===== config.mk =====
export PLATFORM = sky130hd
export DESIGN_NAME = tagged_chunk_extractor
export DESIGN_NICKNAME = d
export VERILOG_FILES = /design/src/hdl/tce_pkg.sv /design/src/hdl/tce_controller.sv /design/src/hdl/tce_datapath.sv /design/src/hdl/tagged_chunk_extractor.sv
export VERILOG_INCLUDE_DIRS = /design/src /design/src/hdl
export SDC_FILE = /design/constraint.sdc
export NUM_CORES = 1
export LEC_CHECK = 0
export BUFFER_PORTS_ARGS = -buffer_cell sky130_fd_sc_hd__buf_2
export CORE_ASPECT_RATIO = 1.4
export CORE_MARGIN = 2
export CORE_UTILIZATION = 65
export CTS_BUF_LIST = sky130_fd_sc_hd__clkbuf_2
export DETAILED_ROUTE_END_ITERATION = 7
export PLACE_DENSITY = 0.82
export SLEW_MARGIN = 5
export SYNTH_ARGS = -nofsm -noshare
export SYNTH_HDL_FRONTEND = slang
export SYNTH_HIERARCHICAL = 1
export SYNTH_SLANG_ARGS = --single-unit

===== constraint.sdc =====
create_clock -name clk -period 4.8 [get_ports clk]
set_clock_uncertainty 0.05 [all_clocks]
set_input_delay 0.72 -clock clk [delete_from_list [all_inputs] [get_ports clk]]
set_output_delay 0.72 -clock clk [all_outputs]
set_load 0.05 [all_outputs]

===== src/hdl/tagged_chunk_extractor_macros.svh =====
// Assertion macros shared by the tagged chunk extractor modules.
// Each macro expects the including module to have clk and rst_n in scope.
`ifndef TAGGED_CHUNK_EXTRACTOR_MACROS_SVH
`define TAGGED_CHUNK_EXTRACTOR_MACROS_SVH

// The property must hold in the same cycle as the condition.
`define TCE_ASSERT_NOW(label, cond, prop, msg) \
    label: assert property (@(posedge clk) disable iff (!rst_n) (cond) |-> (prop)) \
        else $error(msg);

// The property must hold in the cycle after the condition.
`define TCE_ASSERT_NEXT(label, cond, prop, msg) \
    label: assert property (@(posedge clk) disable iff (!rst_n) (cond) |=> (prop)) \
        else $error(msg);

`endif


===== src/hdl/tce_pkg.sv =====
// Package of the tagged chunk extractor: buffer sizing, result codes,
// item structs and the command and status structs of controller and datapath.
package tce_pkg;

    localparam int BUFFER_DEPTH = 128;
    localparam int AW = $clog2(BUFFER_DEPTH);
    localparam int CW = $clog2(BUFFER_DEPTH + 1);
    localparam int SW = CW + 2;

    localparam logic [7:0] MAGIC_O = 8'h4F;
    localparam logic [7:0] MAGIC_F = 8'h46;
    localparam logic [7:0] MAGIC_ONE = 8'h31;
    localparam logic [7:0] HEADER_BYTES = 8'd8;
    localparam logic [7:0] MIN_SCRIPT = 8'd9;
    localparam logic [7:0] TEXT_CAP = 8'd120;

    localparam logic KIND_HEADER = 1'b0;
    localparam logic KIND_TEXT = 1'b1;

    localparam logic [1:0] STATUS_FOUND = 2'd0;
    localparam logic [1:0] STATUS_NO_MATCH = 2'd1;
    localparam logic [1:0] STATUS_OVERFLOW = 2'd2;

    typedef struct packed {
        logic [7:0] script_byte;
        logic       end_of_script;
    } tce_in_t;

    typedef struct packed {
        logic        kind;
        logic [1:0]  status;
        logic [31:0] chunk_index;
        logic [31:0] text_word;
        logic [2:0]  text_count;
        logic        run_last;
    } tce_out_t;

    typedef struct packed {
        logic write;
        logic finish;
        logic run;
        logic latch_match;
        logic index_take;
        logic text_take;
        logic emit_overflow;
        logic emit_no_match;
    } tce_cmd_t;

    typedef struct packed {
        logic dv;
        logic overflow_now;
        logic short_now;
        logic match;
        logic scan_end;
        logic index_last;
        logic text_empty;
        logic text_last;
    } tce_sts_t;

endpackage


===== src/hdl/tce_controller.sv =====
// Controller state machine of the tagged chunk extractor.
// Depends on tce_pkg and drives the datapath through tce_cmd_t.
`include "tagged_chunk_extractor_macros.svh"

module tce_controller
    import tce_pkg::*;
(
    input  logic     clk,
    input  logic     rst_n,
    input  logic     start,
    input  logic     end_of_script,
    input  tce_sts_t sts,
    output tce_cmd_t cmd,
    output logic     busy
);

    typedef enum logic [3:0] {
        ST_IDLE  = 4'b0001,
        ST_SCAN  = 4'b0010,
        ST_INDEX = 4'b0100,
        ST_TEXT  = 4'b1000
    } state_t;

    state_t state_reg;
    state_t state_next;

    always_ff @(posedge clk or negedge rst_n)
    begin
        if (!rst_n)
        begin
            state_reg <= ST_IDLE;
        end
        else
        begin
            state_reg <= state_next;
        end
    end

    always_comb
    begin
        state_next = state_reg;
        cmd = '0;
        busy = 1'b1;
        case (state_reg)
            ST_IDLE:
            begin
                busy = 1'b0;
                if (start)
                begin
                    cmd.write = 1'b1;
                    if (end_of_script)
                    begin
                        cmd.finish = 1'b1;
                        if (sts.overflow_now)
                        begin
                            cmd.emit_overflow = 1'b1;
                        end
                        else if (sts.short_now)
                        begin
                            cmd.emit_no_match = 1'b1;
                        end
                        else
                        begin
                            state_next = ST_SCAN;
                        end
                    end
                end
            end
            ST_SCAN:
            begin
                cmd.run = 1'b1;
                if (sts.dv)
                begin
                    if (sts.match)
                    begin
                        cmd.latch_match = 1'b1;
                        state_next = ST_INDEX;
                    end
                    else if (sts.scan_end)
                    begin
                        cmd.emit_no_match = 1'b1;
                        state_next = ST_IDLE;
                    end
                end
            end
            ST_INDEX:
            begin
                cmd.run = 1'b1;
                if (sts.dv)
                begin
                    cmd.index_take = 1'b1;
                    if (sts.index_last)
                    begin
                        state_next = sts.text_empty ? ST_IDLE : ST_TEXT;
                    end
                end
            end
            ST_TEXT:
            begin
                cmd.run = 1'b1;
                if (sts.dv)
                begin
                    cmd.text_take = 1'b1;
                    if (sts.text_last)
                    begin
                        state_next = ST_IDLE;
                    end
                end
            end
            default:
            begin
                state_next = ST_IDLE;
            end
        endcase
    end

    `TCE_ASSERT_NOW(a_stream_gapless, (state_reg == ST_INDEX) || (state_reg == ST_TEXT), sts.dv, "read stream gap after a match")
    `TCE_ASSERT_NEXT(a_scan_entry, (state_reg == ST_IDLE) && start && end_of_script && !sts.overflow_now && !sts.short_now, state_reg == ST_SCAN, "long script did not start a scan")

endmodule


===== src/hdl/tce_datapath.sv =====
// Datapath of the tagged chunk extractor: script buffer, read stream,
// magic window, index and text assembly and the result register. Uses tce_pkg.
`include "tagged_chunk_extractor_macros.svh"

module tce_datapath
    import tce_pkg::*;
(
    input  logic     clk,
    input  logic     rst_n,
    input  tce_in_t  data,
    input  tce_cmd_t cmd,
    output tce_sts_t sts,
    output logic     strobe,
    output tce_out_t result
);

    logic [7:0]    mem [BUFFER_DEPTH];

    logic [CW-1:0] byte_count_reg;
    logic          overflowed_reg;
    logic [CW-1:0] len_reg;
    logic [AW-1:0] ra_reg;
    logic [AW-1:0] da_reg;
    logic          dv_reg;
    logic [7:0]    rd_data_reg;
    logic [7:0]    h0_reg;
    logic [7:0]    h1_reg;
    logic [7:0]    h2_reg;
    logic [7:0]    h3_reg;
    logic [1:0]    icnt_reg;
    logic [31:0]   idx_reg;
    logic [7:0]    rem_reg;
    logic [1:0]    lane_reg;
    logic [31:0]   word_reg;
    logic          strobe_reg;
    logic          strobe_next;
    tce_out_t      result_reg;
    tce_out_t      result_next;

    logic          full;
    logic [CW:0]   count_plus;
    logic [SW-1:0] reach;
    logic [SW-1:0] limit;
    logic [7:0]    text_len;
    logic [31:0]   word_cur;
    logic          text_emit;

    assign full = (byte_count_reg == CW'(BUFFER_DEPTH));
    assign count_plus = {1'b0, byte_count_reg} + (CW + 1)'(1);
    assign reach = SW'(da_reg) + SW'(h3_reg);
    assign limit = SW'(len_reg) + SW'(3);
    assign text_len = ((h3_reg - HEADER_BYTES) > TEXT_CAP) ? TEXT_CAP : (h3_reg - HEADER_BYTES);
    assign word_cur = word_reg | ({24'd0, rd_data_reg} << {lane_reg, 3'b000});
    assign text_emit = (lane_reg == 2'd3) || (rem_reg == 8'd1);

    always_comb
    begin
        sts.dv = dv_reg;
        sts.overflow_now = overflowed_reg || full;
        sts.short_now = (count_plus < (CW + 1)'(MIN_SCRIPT));
        sts.match = dv_reg && (da_reg >= AW'(4)) && (h2_reg == MAGIC_O) &&
                    (h1_reg == MAGIC_F) && (h0_reg == MAGIC_F) &&
                    (rd_data_reg == MAGIC_ONE) && (h3_reg >= HEADER_BYTES) &&
                    (reach <= limit);
        sts.scan_end = ((SW'(da_reg) + SW'(5)) == SW'(len_reg));
        sts.index_last = (icnt_reg == 2'd3);
        sts.text_empty = (rem_reg == 8'd0);
        sts.text_last = (rem_reg == 8'd1);
    end

    always_ff @(posedge clk)
    begin
        if (cmd.write && !full)
        begin
            mem[byte_count_reg[AW-1:0]] <= data.script_byte;
        end
    end

    always_ff @(posedge clk)
    begin
        if (cmd.run)
        begin
            rd_data_reg <= mem[ra_reg];
        end
    end

    always_ff @(posedge clk or negedge rst_n)
    begin
        if (!rst_n)
        begin
            byte_count_reg <= '0;
            overflowed_reg <= 1'b0;
            len_reg <= '0;
            ra_reg <= '0;
            da_reg <= '0;
            dv_reg <= 1'b0;
            icnt_reg <= '0;
            rem_reg <= '0;
            lane_reg <= '0;
            strobe_reg <= 1'b0;
        end
        else
        begin
            if (cmd.finish)
            begin
                byte_count_reg <= '0;
                overflowed_reg <= 1'b0;
                len_reg <= count_plus[CW-1:0];
            end
            else if (cmd.write)
            begin
                if (full)
                begin
                    overflowed_reg <= 1'b1;
                end
                else
                begin
                    byte_count_reg <= count_plus[CW-1:0];
                end
            end

            if (cmd.finish)
            begin
                ra_reg <= '0;
            end
            else if (cmd.run)
            begin
                ra_reg <= ra_reg + AW'(1);
            end
            dv_reg <= cmd.run;
            if (cmd.run)
            begin
                da_reg <= ra_reg;
            end

            if (cmd.latch_match)
            begin
                icnt_reg <= '0;
                lane_reg <= '0;
                rem_reg <= text_len;
            end
            else
            begin
                if (cmd.index_take)
                begin
                    icnt_reg <= icnt_reg + 2'd1;
                end
                if (cmd.text_take)
                begin
                    lane_reg <= lane_reg + 2'd1;
                    rem_reg <= rem_reg - 8'd1;
                end
            end

            strobe_reg <= strobe_next;
        end
    end

    always_ff @(posedge clk)
    begin
        if (dv_reg)
        begin
            h0_reg <= rd_data_reg;
            h1_reg <= h0_reg;
            h2_reg <= h1_reg;
            h3_reg <= h2_reg;
        end
        if (cmd.index_take)
        begin
            idx_reg <= {rd_data_reg, idx_reg[31:8]};
        end
        if (cmd.latch_match || (cmd.text_take && text_emit))
        begin
            word_reg <= '0;
        end
        else if (cmd.text_take)
        begin
            word_reg <= word_cur;
        end
        result_reg <= result_next;
    end

    always_comb
    begin
        result_next = '0;
        strobe_next = 1'b0;
        if (cmd.emit_overflow)
        begin
            strobe_next = 1'b1;
            result_next.kind = KIND_HEADER;
            result_next.status = STATUS_OVERFLOW;
            result_next.run_last = 1'b1;
        end
        else if (cmd.emit_no_match)
        begin
            strobe_next = 1'b1;
            result_next.kind = KIND_HEADER;
            result_next.status = STATUS_NO_MATCH;
            result_next.run_last = 1'b1;
        end
        else if (cmd.index_take && sts.index_last)
        begin
            strobe_next = 1'b1;
            result_next.kind = KIND_HEADER;
            result_next.status = STATUS_FOUND;
            result_next.chunk_index = {rd_data_reg, idx_reg[31:8]};
            result_next.run_last = sts.text_empty;
        end
        else if (cmd.text_take && text_emit)
        begin
            strobe_next = 1'b1;
            result_next.kind = KIND_TEXT;
            result_next.status = STATUS_FOUND;
            result_next.text_word = word_cur;
            result_next.text_count = {1'b0, lane_reg} + 3'd1;
            result_next.run_last = sts.text_last;
        end
    end

    assign strobe = strobe_reg;
    assign result = result_reg;

    `TCE_ASSERT_NOW(a_failed_header_last, strobe_reg && (result_reg.kind == KIND_HEADER) && (result_reg.status != STATUS_FOUND), result_reg.run_last, "failed header is not the final result")
    `TCE_ASSERT_NOW(a_text_shape, strobe_reg && (result_reg.kind == KIND_TEXT), (result_reg.text_count != 3'd0) && (result_reg.text_count <= 3'd4) && (result_reg.chunk_index == 32'd0), "malformed text result")

endmodule


===== src/hdl/tagged_chunk_extractor.sv =====
// Tagged chunk extractor: one script byte per cycle is taken while idle; after the last byte
// the buffer is read one position per cycle over its single read port, and results come out
// inline with that stream. A result is registered and shows on its strobe in the cycle
// after it is formed. Reset is asynchronous and active low; it clears counters, flags and
// the state machine, while the buffer contents are not reset. The receiver cannot stall
// the block.
module tagged_chunk_extractor
    import tce_pkg::*;
(
    input  logic     clk,
    input  logic     rst_n,
    input  logic     start,
    output logic     busy,
    input  tce_in_t  data,
    output logic     strobe,
    output tce_out_t result
);

    tce_cmd_t cmd;
    tce_sts_t sts;

    tce_controller u_controller (
        .clk           (clk),
        .rst_n         (rst_n),
        .start         (start),
        .end_of_script (data.end_of_script),
        .sts           (sts),
        .cmd           (cmd),
        .busy          (busy)
    );

    tce_datapath u_datapath (
        .clk    (clk),
        .rst_n  (rst_n),
        .data   (data),
        .cmd    (cmd),
        .sts    (sts),
        .strobe (strobe),
        .result (result)
    );

endmodule

==> metrics.txt <==
share of the core filled with cells in the final layout=a little under three quarters; Async S/R FF share, synth=around 4.0%; kind of cell adding the most delay to the critical path=compound AO/OA/AOI/OAI gates; top-level port count=85; reg-to-reg startpoint=u_datapath/da_reg[0]$_DFFE_PN0P_; aggregate negative setup slack=0 ns; clock group share of total power=26.6%; max reg flops=between 1000 and 1500; most common cell after layout, fill and taps aside=sky130_fd_sc_hd__edfxtp_1; dpl ws=between 0.3 and 0.4 ns; overall power of the completed layout=24.14 mW; part of the total power dissipated in sequential elements=about half; buffers plus inverters on the worst setup path=3; clock tree from TritonCTS=built; Final Wtd Congestion=0.9262; starting density of the core=about two thirds; syn avg cell area=around 18 sq um; worst slew slack as a fraction of its limit=between 20 and 25%; maximum frequency from static timing analysis=227.9 MHz; Distinct cells, synth=83; number of buffers created by CTS=roughly 300; least setup slack across all paths after layout=0.4125 ns; measured slew at the worst slew-check pin=about 1.1 ns; wire length on met1=38090 um; Final Critical Period=~4.4 ns; Sw Ratio=30.55%; Slew Viols, Final=0; via/cell ratio=roughly 6.5; start point of the worst min-delay path=data[2]; portion of the post-synthesis area used by sequential elements=around 74%; Initial DRC Count=a little over 3000; Port Buffer Count=between 80 and 90; total die area=about 77000 sq um; most used flip-flop cell after synthesis=sky130_fd_sc_hd__edfxtp_1; crit path DAT=roughly 5.7 ns; combinational share of power=between 20 and 25%; Filler Cell Count=~4400; Max Used Layer=met4; Post-Syn Instances=between 2000 and 3000; area growth from synthesis to layout=8.982%; first-pass GRT wire length=between 150000 and 200000 um; Post-route DRC=0; worst-case hold slack=0.2921 ns; period utilisation layout=about nine tenths; max-cap violation count=0; WL final=113900 um; final number of setup-violating endpoints=0; aggregate global routing overflow=0; CTS clock-pin slew for the worst setup and hold paths=roughly 0.12 ns; count of flip-flops with a built-in enable after synthesis=~1100; type of the worst setup path=register to register; All-Layer GR Usage=between 30 and 40%; post-synthesis register bit count=about 1200; Die Y-Extent=about 330 um; most frequent cell on the critical path=sky130_fd_sc_hd__o21ai_0; required time of the worst setup path=6.11 ns; met3 wirelength from detailed routing=10580 um; Max Fanout on Critical Path=7; HPWL Detailed=slightly above 70000 um; antenna-violating nets left=0; series of cell instances along the critical path=ha_1 -> inv_1 -> fa_1 -> nor2b_1 -> o21ai_0 -> a21boi_0 -> o21ai_0 -> a21boi_0 -> nor2_1 -> ha_1 -> a211oi_1 -> o21ai_0 -> o21ai_0 -> a311oi_1 -> nor4_1 -> buf_4 -> and3_1 -> inv_1 -> a21oi_2 -> a22o_1; hold violation count in the final report=0; cell at the root of the clock tree=sky130_fd_sc_hd__clkbuf_2; Via Count=roughly 27000; Bufs on Longest Clock Path=4; average wire per cell in the routed design=between 20 and 30 um; number of global-route vias before repair=~28000; pin count of the biggest net entering global routing=slightly below 100; post-synthesis instance area=between 40000 and 50000 sq um; drt first pass iters=5; crit path launch=u_datapath/da_reg[0]$_DFFE_PN0P_; synthesized net count=between 2000 and 3000; horizontal extent of the die=234.9 um; CORE AREA=73970 sq um; CTS sink count=~1200; proportion of layout cells with a drive suffix above 1=between 20% and 30%; run status=finished clean; antenna violations before repair=2; Post-CTS Setup Inserts=0; nature of the critical path startpoint=register; leakage dissipation=17.99 nW; count of synthesis-stage warnings from yosys=6; worst-case vdd ir drop=about 0.28 mV; Slowest-stage cell, CP=sky130_fd_sc_hd__dfrtp_1; worst stage delay on the critical path=0.46 ns; Critical Path Sink Type=register; Routed met2 length=57890 um; insertion delay to the later sink of the worst-skew pair=1.55 ns; num rows=roughly 120; class of the tightest hold or removal check=input port to register; power per unit of standard cell area=456.5 nW/um^2; setup repair after global routing missed its margin=no; total net switching power=around 7.4 mW; total internal power=~17 mW; number of nets at the end of the flow=~3100; CTS H-tree depth=5; highest-count cells in the layout ignoring fill and taps=1088 x sky130_fd_sc_hd__edfxtp_1, 415 x sky130_fd_sc_hd__clkbuf_2, 265 x sky130_fd_sc_hd__nor2_1
worst reg2reg max path, stage by stage (launching register included):
cell and delay (ns):
sky130_fd_sc_hd__dfrtp_1 0.46, sky130_fd_sc_hd__ha_1 0.20, sky130_fd_sc_hd__inv_1 0.06, sky130_fd_sc_hd__fa_1 0.40, sky130_fd_sc_hd__nor2b_1 0.12, sky130_fd_sc_hd__o21ai_0 0.11, sky130_fd_sc_hd__a21boi_0 0.25, sky130_fd_sc_hd__o21ai_0 0.14
sky130_fd_sc_hd__a21boi_0 0.25, sky130_fd_sc_hd__nor2_1 0.08, sky130_fd_sc_hd__ha_1 0.18, sky130_fd_sc_hd__a211oi_1 0.28, sky130_fd_sc_hd__o21ai_0 0.12, sky130_fd_sc_hd__o21ai_0 0.09, sky130_fd_sc_hd__a311oi_1 0.10, sky130_fd_sc_hd__nor4_1 0.29
sky130_fd_sc_hd__buf_4 0.19, sky130_fd_sc_hd__and3_1 0.31, sky130_fd_sc_hd__inv_1 0.19, sky130_fd_sc_hd__a21oi_2 0.22, sky130_fd_sc_hd__a22o_1 0.18
cells in the mapped netlist, types with 5 or more instances:
cell                          n  area (sq um)
sky130_fd_sc_hd__o22ai_1     13         81.33
sky130_fd_sc_hd__a31oi_1     11         68.82
sky130_fd_sc_hd__o21ai_0     21         105.1
sky130_fd_sc_hd__buf_2       48         240.2
sky130_fd_sc_hd__buf_6       19         214.0
sky130_fd_sc_hd__buf_1       16         60.06
sky130_fd_sc_hd__or3_1        5         31.28
sky130_fd_sc_hd__inv_1       26         97.59
sky130_fd_sc_hd__nand2b_1    13         81.33
sky130_fd_sc_hd__dfrtp_1     48          1201
sky130_fd_sc_hd__mux2i_1    149          1491
sky130_fd_sc_hd__nand2_1     72         270.3
sky130_fd_sc_hd__nor2_1     268          1006
sky130_fd_sc_hd__a22oi_1     59         442.9
sky130_fd_sc_hd__o221ai_1    13         113.9
sky130_fd_sc_hd__xor2_1      22         192.7
sky130_fd_sc_hd__xnor2_1     25         219.0
sky130_fd_sc_hd__a22o_1      26         227.7
sky130_fd_sc_hd__a211oi_1    37         277.8
sky130_fd_sc_hd__nand4_1     13         81.33
sky130_fd_sc_hd__and3_1       8         50.05
sky130_fd_sc_hd__nor2b_1     17         106.4
sky130_fd_sc_hd__o32a_1       8         80.08
sky130_fd_sc_hd__a21o_1       5         37.54
sky130_fd_sc_hd__clkbuf_1    50         187.7
sky130_fd_sc_hd__buf_4       14         105.1
sky130_fd_sc_hd__mux4_1      12         315.3
sky130_fd_sc_hd__dfxtp_1    103          2062
sky130_fd_sc_hd__mux2_2       8         90.09
sky130_fd_sc_hd__edfxtp_1  1088         32670
sky130_fd_sc_hd__and2_1      38         237.7
sky130_fd_sc_hd__nor4b_1      6         52.55
sky130_fd_sc_hd__mux4_2     177          3986
sky130_fd_sc_hd__a21oi_1    106         530.5
sky130_fd_sc_hd__nor3_1      18         90.09
sky130_fd_sc_hd__o211ai_1     7         52.55
sky130_fd_sc_hd__ha_1        29         362.9
sky130_fd_sc_hd__nand3_1     27         135.1
per-layer routing:
metal / GRT usage, % / vias to the layer above
met2: 50.61 / 1727
li1: - / 11600
met5: 0 / -
met1: 34.87 / 13570
met3: 6.969 / 381
met4: 19.26 / 0
logic make-up (layout without fill, tap and decap cells):
family                     Yosys count  count (layout)  share of synthesized area [%]
AOI/OAI and AO/OA                  350             350                          5.005
xor gates and xnor gates            47              47                         0.8484
adders and majority gates           30              30                         0.7891
buffers and inverters              180             724                          2.066
DFF                               1240            1240                          74.12
muxes                              346             346                          12.13
other                                0               3                              0
and+or+nand+nor                    520             520                          5.049
per-stage QoR:
step | cells | cell area [sq um]
global route | 4220 | 52880
global placement | 3723 | 50290
detailed placement | 3723 | 50290
CTS | 4217 | 52860
floorplan | 2713 | 48520
finish | 4220 | 52880
timing repair:
| action | CTS | global route |
|---|---|---|
| endpoints found under the setup margin | 0 | 13 |
| gates resized for setup | 0 | 2 |
| endpoints found under the hold margin | 767 | 0 |
| hold buffers | 13 | 0 |
power groups by stage:
stage	clock, mW	combinational, mW	sequential [mW]
finish	6.41	5.34	12.4
global route	7.09	5.59	12.4
CTS	6.56	5.29	12.4
detailed placement	0	5.25	12.6
global placement	0	5.13	12.6
floorplan	0	3.92	12.4
final cells by class:
cell class	count	area [sq um]	share of cell area (%)
antenna	3	7.507	0.01420
clock buffer	415	2077	3.928
clock inverter	66	361.6	0.6838
inverter	26	97.59	0.1846
multi-input combinational	1293	11590	21.91
sequential	1240	35970	68.02
tap	960	1201	2.272
timing repair buffer	217	1575	2.979
worst paths after layout:
kind	endpoint	slack [ns]	depth (start not counted)
max	u_datapath/rem_reg[1]$_DFFE_PN0P_	0.41	20
min	u_datapath/mem[80][1]$_DFFE_PP_	0.29	2
max reg2reg	u_datapath/rem_reg[1]$_DFFE_PN0P_	0.41	20
min reg2reg	u_datapath/result[37]$_SDFF_PP0_	0.34	1
max in group asynchronous	u_datapath/ra_reg[0]$_DFFE_PN0P_	3.76	4
min in group asynchronous	u_datapath/lane_reg[0]$_DFFE_PN0P_	0.40	4
(Power assumes the default switching activity.)
